===== src/hdl/tfs_pkg.sv =====
// tfs_pkg: shared constants and stage payload types for the triangular fuzzy set evaluator
// depends on nothing; imported by tfs_front, tfs_div and triangle_fuzzy_set_eval
`timescale 1ns / 1ps

package tfs_pkg;

    localparam int FRAC_BITS = 16;
    localparam int DEG_W     = FRAC_BITS + 1;
    localparam int VAL_W     = 32;
    localparam int AREA_W    = 31;
    localparam int NUM_W     = 54;
    localparam int MAG_W     = 52;
    localparam int DEN_W     = 19;
    localparam int CQ_W      = 35;
    localparam int MQ_W      = FRAC_BITS;
    localparam int MR_W      = 32;
    localparam int CFG_IDX_W = 2;

    localparam logic [DEG_W-1:0]  ONE       = DEG_W'(1) << FRAC_BITS;
    localparam logic [AREA_W-1:0] AREA_MAX  = '1;
    localparam logic [VAL_W-1:0]  CEN_MAX   = 32'h7FFF_FFFF;
    localparam logic [VAL_W-1:0]  CEN_MIN   = 32'h8000_0000;

    localparam logic [CFG_IDX_W-1:0] CFG_LEFT   = 2'd0;
    localparam logic [CFG_IDX_W-1:0] CFG_CENTER = 2'd1;
    localparam logic [CFG_IDX_W-1:0] CFG_RIGHT  = 2'd2;

    // operands of the centroid division, plus the fixed membership and the area, carried through the membership divider
    typedef struct packed {
        logic              mem_fix;
        logic [DEG_W-1:0]  mem_fixval;
        logic [AREA_W-1:0] area;
        logic              neg;
        logic [MAG_W-1:0]  mag;
        logic [DEN_W-1:0]  den;
    } t_mem_pay;

    // finished fields carried through the centroid divider
    typedef struct packed {
        logic [DEG_W-1:0]  membership;
        logic [AREA_W-1:0] area;
        logic              neg;
    } t_cen_pay;

    typedef struct packed {
        t_mem_pay         pay;
        logic [MR_W-1:0]  mem_a;
        logic [MR_W-1:0]  mem_d;
    } t_front_out;

endpackage


===== src/hdl/tfs_div.sv =====
// tfs_div: pipelined restoring divider, one quotient bit per register stage
// depends on tfs_pkg
`timescale 1ns / 1ps

module tfs_div #(
    parameter int RW    = 32,
    parameter int STEPS = 16,
    parameter int PW    = 8
) (
    input  logic             i_clk,
    input  logic             i_rst_n,
    input  logic             i_en,
    input  logic             i_vld,
    input  logic [RW-1:0]    i_rem0,
    input  logic [STEPS-1:0] i_feed,
    input  logic [RW-1:0]    i_den,
    input  logic [PW-1:0]    i_pay,
    output logic             o_vld,
    output logic [STEPS-1:0] o_quo,
    output logic [PW-1:0]    o_pay
);
    import tfs_pkg::*;

    // feed bits shift out of the top of r_q while quotient bits shift in below
    logic             r_vld [STEPS];
    logic [RW-1:0]    r_rem [STEPS];
    logic [RW-1:0]    r_den [STEPS];
    logic [STEPS-1:0] r_q   [STEPS];
    logic [PW-1:0]    r_pay [STEPS];

    for (genvar k = 0; k < STEPS; k++) begin : g_stage
        logic             s_vld;
        logic [RW-1:0]    s_rem, s_den;
        logic [STEPS-1:0] s_q;
        logic [PW-1:0]    s_pay;
        logic [RW:0]      rem2;
        logic             ge;

        if (k == 0) begin : g_first
            assign s_vld = i_vld;
            assign s_rem = i_rem0;
            assign s_den = i_den;
            assign s_q   = i_feed;
            assign s_pay = i_pay;
        end else begin : g_next
            assign s_vld = r_vld[k-1];
            assign s_rem = r_rem[k-1];
            assign s_den = r_den[k-1];
            assign s_q   = r_q[k-1];
            assign s_pay = r_pay[k-1];
        end

        assign rem2 = {s_rem, s_q[STEPS-1]};
        assign ge   = rem2 >= {1'b0, s_den};

        always_ff @(posedge i_clk) begin
            if (!i_rst_n) begin
                r_vld[k] <= 1'b0;
            end else if (i_en) begin
                r_vld[k] <= s_vld;
            end
        end

        always_ff @(posedge i_clk) begin
            if (i_en) begin
                r_rem[k] <= ge ? RW'(rem2 - {1'b0, s_den}) : RW'(rem2);
                r_den[k] <= s_den;
                r_q[k]   <= {s_q[STEPS-2:0], ge};
                r_pay[k] <= s_pay;
            end
        end
    end

    assign o_vld = r_vld[STEPS-1];
    assign o_quo = r_q[STEPS-1];
    assign o_pay = r_pay[STEPS-1];

endmodule


===== config.mk =====
export PLATFORM = sky130hd
export DESIGN_NAME = tfs_div
export DESIGN_NICKNAME = d
export VERILOG_FILES = /design/src/hdl/tfs_pkg.sv /design/src/hdl/tfs_div.sv
export SDC_FILE = /design/constraint.sdc
export NUM_CORES = 2
export LEC_CHECK = 0
export BUFFER_PORTS_ARGS = -buffer_cell sky130_fd_sc_hd__buf_2
export CORE_MARGIN = 4
export CORE_UTILIZATION = 55
export CTS_CLUSTER_DIAMETER = 200
export DETAILED_ROUTE_END_ITERATION = 10
export PLACE_DENSITY_LB_ADDON = 0.3
export SYNTH_ARGS = -nofsm -noshare
export SYNTH_HDL_FRONTEND = slang
export SYNTH_SLANG_ARGS = --single-unit

===== constraint.sdc =====
create_clock -name i_clk -period 3.47 [get_ports i_clk]
set_input_delay 0.1735 -clock i_clk [delete_from_list [all_inputs] [get_ports i_clk]]
set_output_delay 0.1735 -clock i_clk [all_outputs]
set_load 0.1 [all_outputs]

## Yosys cells after proc, flatten, opt, wreduce, memory -nomap -nowiden

Memories as Yosys holds them, arrays and structs flattened.
Index checks and enable logic that the tools add are counted.

| storage, ports and cells | value |
|---|---|
| register bits after elaboration | 0 |
| memory bits (writable) | 1424 |
| bits of input ports | 92 |
| output and inout bits | 25 |
| word-level logic and storage cells | 90 |
| memories | 5 |

| operators by class | value |
|---|---|
| add/subtract/negate cells | 16 |
| magnitude comparators | 16 |
| mux-type cells | 37 |
| bitwise gates (word level) | 16 |

Memory list:

| name | words | width | read ports | clocked after memory_dff | write ports | RTL line | source |
|---|---|---|---|---|---|---|---|
| r_den | 16 | 32 | 15 | 0 | 16 | tfs_div.sv:27 | `logic [RW-1:0] r_den [STEPS];` |
| r_rem | 16 | 32 | 15 | 0 | 16 | tfs_div.sv:26 | `logic [RW-1:0] r_rem [STEPS];` |
| r_q | 16 | 16 | 16 | 0 | 16 | tfs_div.sv:28 | `logic [STEPS-1:0] r_q [STEPS];` |
| r_pay | 16 | 8 | 16 | 0 | 16 | tfs_div.sv:29 | `logic [PW-1:0] r_pay [STEPS];` |
| r_vld | 16 | 1 | 16 | 0 | 16 | tfs_div.sv:25 | `logic r_vld [STEPS];` |

Operator list:

| operator | number |
|---|---|
| $ge 33x32->1 | 16 |
| $mux 32 | 16 |
| $sub 32x32->32 | 16 |
| $mux 1 | 21 |
| $or 1x1->1 | 16 |

## Longest topological paths before layout

| logic depth | value |
|---|---|
| word-level depth | 4 |
| depth in mapped cells | 15 |
| depth with buffers taken out | 13 |

## Worst setup path after synthesis

No wires, ideal clock.

| timing | value |
|---|---|
| path kind | register to register |
| from | memory r_den[7][1] |
| to | memory r_rem[8][15], data pin |
| setup time | 260 ps |
| arrival | 2982 ps |
| required time | 3210 ps |
| slack | 228 ps |
| stages on the path, launching flop included | 13 |
| path buffers | 1 |
| period minus slack after synthesis | 3242 ps |
| cells stage by stage | edfxtp_1 > inv_1 > ha_1 > nor2b_1 > o31a_1 > o31ai_1 > a31oi_1 > o311ai_1 > a21oi_1 > a211o_1 > a21oi_2 > buf_2 > mux2_2 |

RTL lines:

| what | RTL line |
|---|---|
| from (decl) | tfs_div.sv:27 |
| to (decl) | tfs_div.sv:26 |

==> results.md <==
Status:
- The flow ran to the end, but the final reports show violations.
- The final reports fail on negative setup slack.

Global routing:
- The number of antenna violations at the first check in global routing is 1.
- The global-route track usage on met1 is 23.70%.
- The via count of the first global-routing pass was between 50000 and 60000.
- The first global-routing pass estimated approximately 280000 um of wire.
- Global routing used between 50 and 60% of the available met2 tracks.
- The total overflow left after global routing is 0.
- The total global routing track utilization is 25.53%.
- Entering global routing, the biggest net connects 128 pins.
- For met3 alone, demand over resource in global routing was under 10%.
- After global routing, the most crowded layer is met2.

Place:
- The number of placed cells counting well taps is around 8700.
- The number of buffers added on ports is ~120.
- The estimated wirelength of the detail-placed design is about 140000 um.
- The placed instances occupy a cell area of ~80000 um^2.
- The final RePlAce weighted congestion is approximately 1.

Timing:
- The hold violation count in the final report is 0.
- The worst clock skew on the final layout is 22.97 ps.
- The post-route fraction of the period consumed by the critical path is 102.3%.
- The final worst slack is -78.13 ps.
- After routing, the total negative slack on setup checks comes to -203.6 ps.
- The number of max-slew violations in the final report is 0.
- Headroom to the max-slew limit came out at between 40% and 50%.
- The slew at the pin closest to its max-slew limit is between 800 and 900 ps.
- Setup repair after global routing could not meet its margin everywhere.
- The number of setup violations in the final report is 6.
- The minimum period implied by the final worst setup slack is 3548 ps.
- The highest attainable clock frequency is roughly 0.28 GHz.

Setup path:
- The critical path start-end classification is register to register.
- The worst register-to-register path has a depth of 12.
- The critical path starts at r_rem[10][7].
- The required time reported for the critical path endpoint is roughly 4000 ps.
- The worst setup path is launched from a register.
- The type of element capturing the critical path is a register.
- The arrival time reported for the critical path endpoint is about 4000 ps.
- In this run the worst path has a maximum fanout of 6.
- The startpoint of the worst register-to-register path is r_rem[10][7].
- The internal reg-to-reg setup slack is -80 ps.
- The capturing point of the worst reg2reg path is r_rem[11][3].

Hold path:
- The worst hold path startpoint is i_rem0[31].
- The path with the worst hold slack has its endpoint at r_rem[0][6].
- In this run the worst hold path is classified as input pin to register.
- The worst hold path was traced through 4 stages.

Synthesis:
- In this run, distinct cell masters in the synthesized netlist total 87.
- Yosys printed 0 warnings.
- The share of synthesized registers carrying an async set or reset is 0%.
- The netlist area before placement is approximately 73000 um^2.
- Counting every net in the synthesized netlist gives 7007.
- The largest area contributor in the synthesized netlist is sky130_fd_sc_hd__edfxtp_1.
- The number of enable-type register cells in the synthesized netlist is 1359.
- The predominant post-synthesis flop cell is sky130_fd_sc_hd__edfxtp_1.
- The post-synthesis area per instance is 11.46 um^2.
- Synthesis handed over a netlist of between 6000 and 7000 instances.
- Of the synthesized area, sequential elements account for a little under three fifths.
- The synthesized design devotes to its leading area cell type 55.75% of total area.
- Yosys attributes the largest share of cell area to sky130_fd_sc_hd__edfxtp_1, sky130_fd_sc_hd__ha_1, sky130_fd_sc_hd__a21oi_1.
- The count of state elements after synthesis is approximately 1400.

Cells and area:
- The ratio of cells with drive above 1 in the final layout is ~19%.
- The number of standard cells in the layout, taps in and fillers out is approximately 9200.
- Cells fill approximately two thirds of the core in the end.
- The area of all placed cells without fillers is 88800 um^2.
- The layout overhead on the synthesized area is 21.32%.
- The number of fillers in the final layout is roughly 9600.
- The layout net count is approximately 7900.
- The repair_antennas step left the layout with diodes totalling 0.

Clocking:
- The source-to-sink clock delay at the later pin of the worst-skew pair is 790 ps.
- After clock tree synthesis, the clock-pin slew on the worst setup and hold paths is 60 ps.
- The buffer type at the clock tree root is sky130_fd_sc_hd__clkbuf_16.
- In this run the number of H-tree levels came out at 4.
- The number of clock buffers inserted by TritonCTS is ~150.
- TritonCTS built the clock tree.
- The longest clock path from root to sink contains 3 buffers.
- The number of clock sinks seen by CTS is approximately 1400.

Pwr:
- The power per cell area is roughly 940 nW/um^2.
- The leakage power total is 37.18 nW.
- The worst IR drop on VDD is around 0.55 mV.
- The design draws 0.08333 W.

Routing:
- The pre-antenna-repair detailed-routing pass consisted of 9 iterations.
- The total vias in the final route is ~52000.
- In this run the remaining antenna-violating nets after routing total 0.
- The per-cell via count in the routed design is between 5 and 6.
- For this block, the initial DRC count from the detailed router was between 3000 and 4000.
- After detailed routing, the number of remaining DRC violations is 0.
- In the final routed layout, each cell accounts on average for roughly 20 um.
- The routed design has 186600 um of wire.

Floorplan:
- The horizontal die dimension is about 370 um.
- The floorplan has approximately 130 rows.
- The area of the die is 139000 um^2.
- Pin placement for this block handled about 120 I/O pins.
- The die is 372.8 um tall.
- The core area is 131800 um^2.
- The initial utilization of the core area, before any placement, comes to ~56%.

Job:
- The max-cap check violation count is 0.
repair_timing:
action | 4_1_cts | 5_1_grt
endpoints found under the hold margin | 161 | 0
endpoints found under the setup margin | 218 | 338
gates resized for setup | 118 | 259
buffers inserted | 46 | 62
hold buffers | 91 | 0
pin swaps | 57 | 90
gates cloned | 11 | 17
state kept, by name, summed over array words and instances (netlist names):
register	flops
r_den	480
r_rem	480
r_q	256
r_pay	128
r_vld	16
per-stage QoR:
| stage | hold WS (ps) | worst slack, ps |
|---|---|---|
| after floorplan | 272.4 | 227.9 |
| after detailed placement | 351.6 | -589.4 |
| after global routing | 56.31 | -164.5 |
| after CTS | 3.074 | -104.1 |
| final | 55.56 | -78.13 |
| after global placement | 351.5 | -595.5 |
area by class of cell:
class / count / area (um^2) / area share (%)
inverters: 627 / 2359 / 2.656
flip-flops and latches: 1360 / 40830 / 45.98
clock inverters: 95 / 938.4 / 1.057
multi-input cells: 4228 / 30740 / 34.61
well taps: 1755 / 2196 / 2.473
repair buffers: 914 / 7905 / 8.902
clock buffers: 172 / 3836 / 4.320
kinds of logic after synthesis:
kind of cell | share of synthesized area, %
compound gates | 15.00
simple gates | 8.836
flops | 55.78
buf+inv | 4.229
fa+ha+maj | 9.163
xor+xnor | 4.870
mux | 2.120
per-layer routing:
| layer | routed length (um) | up-vias |
|---|---|---|
| met3 | 5517 | 667 |
| met2 | 103000 | 1387 |
| met4 | 16970 | 0 |
| met5 | 0 | - |
| met1 | 61150 | 24780 |
| li1 | - | 25190 |
worst max-delay path, cell delays in order (launching register included):
cell and delay [ps]:
sky130_fd_sc_hd__edfxtp_1 430, sky130_fd_sc_hd__ha_4 300, sky130_fd_sc_hd__and4_1 210, sky130_fd_sc_hd__nand4_1 460
sky130_fd_sc_hd__or4_4 680, sky130_fd_sc_hd__o41ai_2 210, sky130_fd_sc_hd__buf_4 170, sky130_fd_sc_hd__nor2_2 30
sky130_fd_sc_hd__a21oi_2 140, sky130_fd_sc_hd__nand2_4 140, sky130_fd_sc_hd__inv_4 100, sky130_fd_sc_hd__buf_12 130
sky130_fd_sc_hd__mux2_4 290
cell usage after synthesis, types with 29 or more instances:
master	number
sky130_fd_sc_hd__a211oi_1	40
sky130_fd_sc_hd__a21o_1	285
sky130_fd_sc_hd__a21oi_1	533
sky130_fd_sc_hd__a31oi_1	54
sky130_fd_sc_hd__and3_1	54
sky130_fd_sc_hd__buf_2	32
sky130_fd_sc_hd__clkbuf_1	125
sky130_fd_sc_hd__edfxtp_1	1359
sky130_fd_sc_hd__ha_1	512
sky130_fd_sc_hd__inv_1	624
sky130_fd_sc_hd__mux2_2	124
sky130_fd_sc_hd__nand2_1	499
sky130_fd_sc_hd__nand2b_1	60
sky130_fd_sc_hd__nand3_1	94
sky130_fd_sc_hd__nand4_1	84
sky130_fd_sc_hd__nor2_1	368
sky130_fd_sc_hd__nor2b_1	67
sky130_fd_sc_hd__nor3_1	62
sky130_fd_sc_hd__o211ai_1	29
sky130_fd_sc_hd__o21a_1	73
sky130_fd_sc_hd__o21ai_0	442
sky130_fd_sc_hd__o21bai_1	68
sky130_fd_sc_hd__o31ai_1	35
sky130_fd_sc_hd__xnor2_1	221
sky130_fd_sc_hd__xor2_1	186
report_power, final:
| group | leakage, nW | internal (W) | switching (W) |
|---|---|---|---|
| Sequential | 13.3 | 0.0238 | 0.00231 |
| Combinational | 21.5 | 0.0195 | 0.0223 |
| Clock | 2.31 | 0.00888 | 0.00650 |
| Total | 37.2 | 0.0522 | 0.0311 |
worst max path at each step:
stage                         end  slack [ps]
floorplan            r_rem[8][15]         230
finish               r_rem[11][3]         -80
global route         r_rem[11][3]        -160
global placement      r_rem[7][2]        -600
detailed placement    r_rem[7][2]        -590
CTS                 r_rem[12][28]        -100
cells in the final DEF (no fill, tap or decap), types with 186 or more instances in the layout:
master,count
sky130_fd_sc_hd__edfxtp_1,1359
sky130_fd_sc_hd__inv_1,616
sky130_fd_sc_hd__buf_4,610
sky130_fd_sc_hd__a21oi_1,496
sky130_fd_sc_hd__nand2_1,491
sky130_fd_sc_hd__ha_1,477
sky130_fd_sc_hd__o21ai_0,403
sky130_fd_sc_hd__nor2_1,345
sky130_fd_sc_hd__a21o_1,285
sky130_fd_sc_hd__xnor2_1,221
sky130_fd_sc_hd__xor2_1,186
(Power assumes the default switching activity.)
